`src/design/ims_pkg.sv`:
```
// ----------------------------------------------------------------------------
// ims_pkg
// Shared types and constants for the Ising Metropolis spin update block.
// ----------------------------------------------------------------------------
package ims_pkg;

	localparam int COORD_W      = 6;
	localparam int LATTICE_SIDE = 1 << COORD_W;
	localparam int ADDR_W       = 2 * COORD_W;
	localparam int SITE_COUNT   = LATTICE_SIDE * LATTICE_SIDE;
	localparam int SPIN_W       = 2;
	localparam int NSUM_W       = 4;
	localparam int FRAC_W       = 32;
	localparam int MAG_W        = 14;
	localparam int ENERGY_W     = 15;
	localparam int CFG_IDX_W    = 1;
	localparam int ROOT_W       = 32;
	localparam int RAD_W        = 2 * ROOT_W;
	localparam int SQ_ITER      = ROOT_W;
	localparam int SQ_CNT_W     = $clog2(SQ_ITER);

	localparam logic [CFG_IDX_W-1:0] REG_THR_TWO  = 1'b0;
	localparam logic [CFG_IDX_W-1:0] REG_THR_FOUR = 1'b1;

	localparam logic OP_WRITE   = 1'b0;
	localparam logic OP_ATTEMPT = 1'b1;

	typedef enum logic [3:0] {
		S_CLEAR,
		S_IDLE,
		S_SQ1,
		S_SQ3,
		S_RC,
		S_RU,
		S_RD,
		S_RL,
		S_RR,
		S_SUM,
		S_EVAL
	} ctrl_state_t;

	typedef enum logic [2:0] {
		SITE_C,
		SITE_U,
		SITE_D,
		SITE_L,
		SITE_R
	} site_sel_t;

	typedef enum logic {
		SQ_ONE,
		SQ_THREE
	} sq_sel_t;

	typedef struct packed {
		logic      item_load;
		logic      rd_en;
		site_sel_t rd_sel;
		logic      cap_center;
		logic      acc_add;
		logic      eval;
		logic      clr_step;
		logic      sq_start;
		sq_sel_t   sq_sel;
		logic      sq_store1;
		logic      sq_store3;
	} ims_cmd_t;

	typedef struct packed {
		logic clr_last;
		logic sq_done;
		logic cfg_wr;
	} ims_stat_t;

endpackage

```
`src/design/ims_ctrl.sv`:
```
// ----------------------------------------------------------------------------
// ims_ctrl
// Sequencer: clearing pass, threshold roots, site reads and update.
// ----------------------------------------------------------------------------
module ims_ctrl import ims_pkg::*; (
	input  logic      clk,
	input  logic      arst_n,
	input  logic      start,
	output logic      busy,
	input  ims_stat_t stat,
	output ims_cmd_t  cmd
);

	ctrl_state_t state_q;
	ctrl_state_t state_d;
	logic        pend_q;

	assign busy = (state_q != S_IDLE) || pend_q;

	always_ff @(posedge clk or negedge arst_n) begin
		if (!arst_n) begin
			state_q <= S_CLEAR;
			pend_q  <= 1'b0;
		end else begin
			state_q <= state_d;
			pend_q  <= stat.cfg_wr || (pend_q && (state_q != S_IDLE));
		end
	end

	always_comb begin
		state_d = state_q;
		cmd     = '0;
		cmd.rd_sel = SITE_C;
		cmd.sq_sel = SQ_ONE;
		case (state_q)
			S_CLEAR: begin
				cmd.clr_step = 1'b1;
				if (stat.clr_last) begin
					state_d = S_IDLE;
				end
			end
			S_IDLE: begin
				if (pend_q) begin
					cmd.sq_start = 1'b1;
					cmd.sq_sel   = SQ_ONE;
					state_d      = S_SQ1;
				end else if (start) begin
					cmd.item_load = 1'b1;
					state_d       = S_RC;
				end
			end
			S_SQ1: begin
				cmd.sq_sel = SQ_THREE;
				if (stat.sq_done) begin
					cmd.sq_store1 = 1'b1;
					cmd.sq_start  = 1'b1;
					state_d       = S_SQ3;
				end
			end
			S_SQ3: begin
				cmd.sq_sel = SQ_THREE;
				if (stat.sq_done) begin
					cmd.sq_store3 = 1'b1;
					state_d       = S_IDLE;
				end
			end
			S_RC: begin
				cmd.rd_en  = 1'b1;
				cmd.rd_sel = SITE_C;
				state_d    = S_RU;
			end
			S_RU: begin
				cmd.rd_en      = 1'b1;
				cmd.rd_sel     = SITE_U;
				cmd.cap_center = 1'b1;
				state_d        = S_RD;
			end
			S_RD: begin
				cmd.rd_en   = 1'b1;
				cmd.rd_sel  = SITE_D;
				cmd.acc_add = 1'b1;
				state_d     = S_RL;
			end
			S_RL: begin
				cmd.rd_en   = 1'b1;
				cmd.rd_sel  = SITE_L;
				cmd.acc_add = 1'b1;
				state_d     = S_RR;
			end
			S_RR: begin
				cmd.rd_en   = 1'b1;
				cmd.rd_sel  = SITE_R;
				cmd.acc_add = 1'b1;
				state_d     = S_SUM;
			end
			S_SUM: begin
				cmd.acc_add = 1'b1;
				state_d     = S_EVAL;
			end
			S_EVAL: begin
				cmd.eval = 1'b1;
				state_d  = S_IDLE;
			end
			default: begin
				state_d = S_IDLE;
			end
		endcase
	end

endmodule

```
`config.mk`:
```
export PLATFORM = sky130hd
export DESIGN_NAME = ims_ctrl
export DESIGN_NICKNAME = d
export VERILOG_FILES = /design/src/design/ims_pkg.sv /design/src/design/ims_ctrl.sv
export SDC_FILE = /design/constraint.sdc
export NUM_CORES = 1
export LEC_CHECK = 0
export BUFFER_PORTS_ARGS = -buffer_cell sky130_fd_sc_hd__buf_4
export CAP_MARGIN = 20
export CORE_MARGIN = 2
export CORE_UTILIZATION = 25
export CTS_CLUSTER_DIAMETER = 200
export DETAILED_ROUTE_END_ITERATION = 6
export GPL_TIMING_DRIVEN = 0
export PLACE_DENSITY = 0.46
export SLEW_MARGIN = 40
export SYNTH_ARGS = -nofsm -noshare
export SYNTH_HDL_FRONTEND = slang
export SYNTH_SLANG_ARGS = --single-unit
```
`constraint.sdc`:
```
create_clock -name clk -period 1.9 [get_ports clk]
set_clock_uncertainty 0.2 [all_clocks]
set_input_delay 0.285 -clock clk [delete_from_list [all_inputs] [get_ports clk]]
set_output_delay 0.285 -clock clk [all_outputs]
set_load 0.05 [all_outputs]
```
==> impl_metrics.yaml <==
worst_setup_path:
  cp.arrival_ns: 1.39
  crit_path_end_kind: "output pin"
  worstPathMaxFanout: 5
  r2r-end: "state_q[1]"
  crit_type: "register to output pin"
  timing.rr.start: "state_q[2]"
  reg2reg_slack_ns: 0.50
  crit_path_start_kind: "register"
  r2r_cells: 4
  cp_data_required_time_ns: 1.41
global_route:
  grt_pass1_vias: 402
  grt_max_degree: 11
  grt.overflow.total: 0
  antenna_found_initial: 0
  grt_pass1_wl_um: 1710
  track_usage_pct: 11.6
timing:
  rsz0062_at_grt: "yes"
  worstMarginPinSlew_ns: 0.248
  totalNegativeSetupSlack_ns: 0
  final_max_slew_viol_count: 0
  post-route-period-util_pct: 98.5
  finalSetupViolCount: 0
  hold_viol: 0
  fin_crit_ns: 1.87
  max_freq_mhz: 535
  maxSlewHeadroom_pct: 83.4
  holdWs_ns: 0.0223
floorplan:
  die_w_um: 46.3
  pin_count: 20
  start_util_pct: 26.2
  dieArea_um2: 2150
  rows: 15
  die_h_um: 46.3
  core_region_area_um2: 1710
yosys:
  syn_inst: 48
  yosys_most_used_dff: "dfrtp_1"
  syn-cell-area_um2: 448
  synth_top_area_cell: "dfrtp_1"
  yosys_warnings: 0
  synth-seq-area-share_pct: 27.9
  synth_top_area_share_pct: 27.9
  synth_nets: 54
  ys_ff_latch: 5
  synth_area_leaders: "dfrtp_1 (28%), buf_6 (10%), nor2b_4 (6.1%), nor4_4 (4.7%), a211oi_1 (3.4%)"
  yosysMostFrequentCell: "dfrtp_1"
  synth_edf_count: 0
  yosysUniqueCellTypes: 30
  synthArstFlopShare_pct: 100
  synthTopCellsByCount: "dfrtp_1 (5), buf_6 (4), inv_1 (3), nand2_1 (3)"
  syn_area_per_cell_um2: 9.33
cells_and_area:
  multiInputGateArea_um2: 305
  instances_no_fill: 104
  fillers: 185
  diodes: 0
  area_growth_pct: 71.2
  drive_gt1_share_pct: 63.3
  ff_latch_area_um2: 125
  nNetsFinal: 86
placement:
  numPortBuffers: 19
  placed_cells: 92
  post-dp-hpwl_um: 866
  gp_congestion: 0.720
hold_path:
  holdPathStages: 2
  hold_end: "pend_q"
  hold_class: "primary input to register"
  hold_start: "stat[0]"
clocking:
  root_buffer: "clkbuf_4"
  htreeDepth: 1
  clk-insertion-delay-late_ns: 0.24
  cts_inserted_buffers: 3
  cts_tree: "built"
  clk_pin_slew_worst_paths_ns: 0.04
  clock-sinks: 5
  clock_path_buffers: 2
run_status:
  status: "complete, no violations"
routing:
  dr.first_iter.drc_count: 4
  route.detailed.drc: 0
  ant_nets: 0
  wirelength_um: 1230
  dr.pass1.iters: 4
  wl_per_cell_um: 11.9
  vias: 444
  vias_per_cell: 4.27
flow_run:
  maxCapViolations: 0
kinds of logic (layout without fill, tap and decap cells):
| logic type | after synthesis | in the layout | synth area share [%] |
|---|---|---|---|
| simple gates | 26 | 26 | 43.0 |
| compound gates | 9 | 9 | 13.1 |
| buf+inv | 7 | 38 | 12.6 |
| flops | 5 | 5 | 27.9 |
| mux | 1 | 1 | 3.35 |
layer usage:
metal / wire length [µm] / share of wire, % / GRT usage (%)
met3: 64 / 5.2 / 4.71
met1: 570 / 46 / 13.1
met5: 0 / 0 / 0
met2: 599 / 49 / 19.7
met4: 0 / 0 / 3.43
final cells by class:
cell class	instances	share of cell area, %
flip-flops and latches	5	16.3
repair buffers	27	29.0
clock buffers	4	3.43
plain buffers	4	5.87
well taps	25	4.08
multi-input cells	36	39.8
inverters	3	1.47
stage by stage:
step / instance area, µm² / util (%) / worst slack [ns]
floorplan: 474 / - / -0.189
global placement: 648 / 37.9 / 0.241
detailed placement: 648 / 37.9 / 0.252
CTS: 697 / 40.8 / 0.00233
global route: 767 / 44.9 / -0.0347
finish: 767 / 44.9 / 0.0294
critical path, cell delays in order, from the launching register on:
cell and delay, ns:
dfrtp_1 0.38, buf_6 0.14, nor2_4 0.13, and2_2 0.16
and3_2 0.19, buf_8 0.14
how the worst max path moves through the flow:
stage / from / endpoint
floorplan: state_q[0] / cmd[11]
global placement: state_q[1] / cmd[3]
detailed placement: state_q[1] / cmd[3]
CTS: state_q[2] / cmd[11]
global route: state_q[0] / cmd[12]
finish: state_q[3] / cmd[0]
sequential cells by signal, summed over array words and instances (netlist names):
register	count
pend_q	1
state_q	4
what timing repair did:
| action | in CTS | in global routing |
|---|---|---|
| endpoints found under the setup margin | 3 | 5 |
| hold buffers | 1 | 0 |
| buffers inserted | 0 | 5 |
| pin swaps | 0 | 1 |
| cloned | 0 | 2 |
| gates resized for setup | 3 | 6 |
| endpoints found under the hold margin | 5 | 0 |
cell usage in the layout (no fill, tap or decap):
cell           Yosys  final
a211oi_1           2      2
a21o_1             1      1
a21oi_1            1      1
a22oi_1            2      1
a22oi_2            0      1
a31oi_1            1      1
and2_1             2      1
and2_2             0      1
and2_4             1      1
and3_1             2      1
and3_2             0      1
buf_2              0      2
buf_4              0     20
buf_6              4      6
buf_8              0      2
clkbuf_1           0      1
clkbuf_4           0      3
dfrtp_1            5      5
dlygate4sd3_1      0      1
inv_1              3      3
mux2_4             1      1
nand2_1            3      3
nand2b_1           1      1
nand2b_2           1      1
nand3_1            1      1
nor2_1             2      1
nor2_4             1      2
nor2b_1            1      1
nor2b_4            2      3
nor3_2             1      3
nor4_2             0      1
nor4_4             1      1
o21ai_0            1      1
o21ai_1            1      1
or2_0              1      1
or2_4              0      1
or3_1              1      1
Power is not shown: default switching activity piles up to over one toggle a cycle in this logic, so the estimate is an artifact.
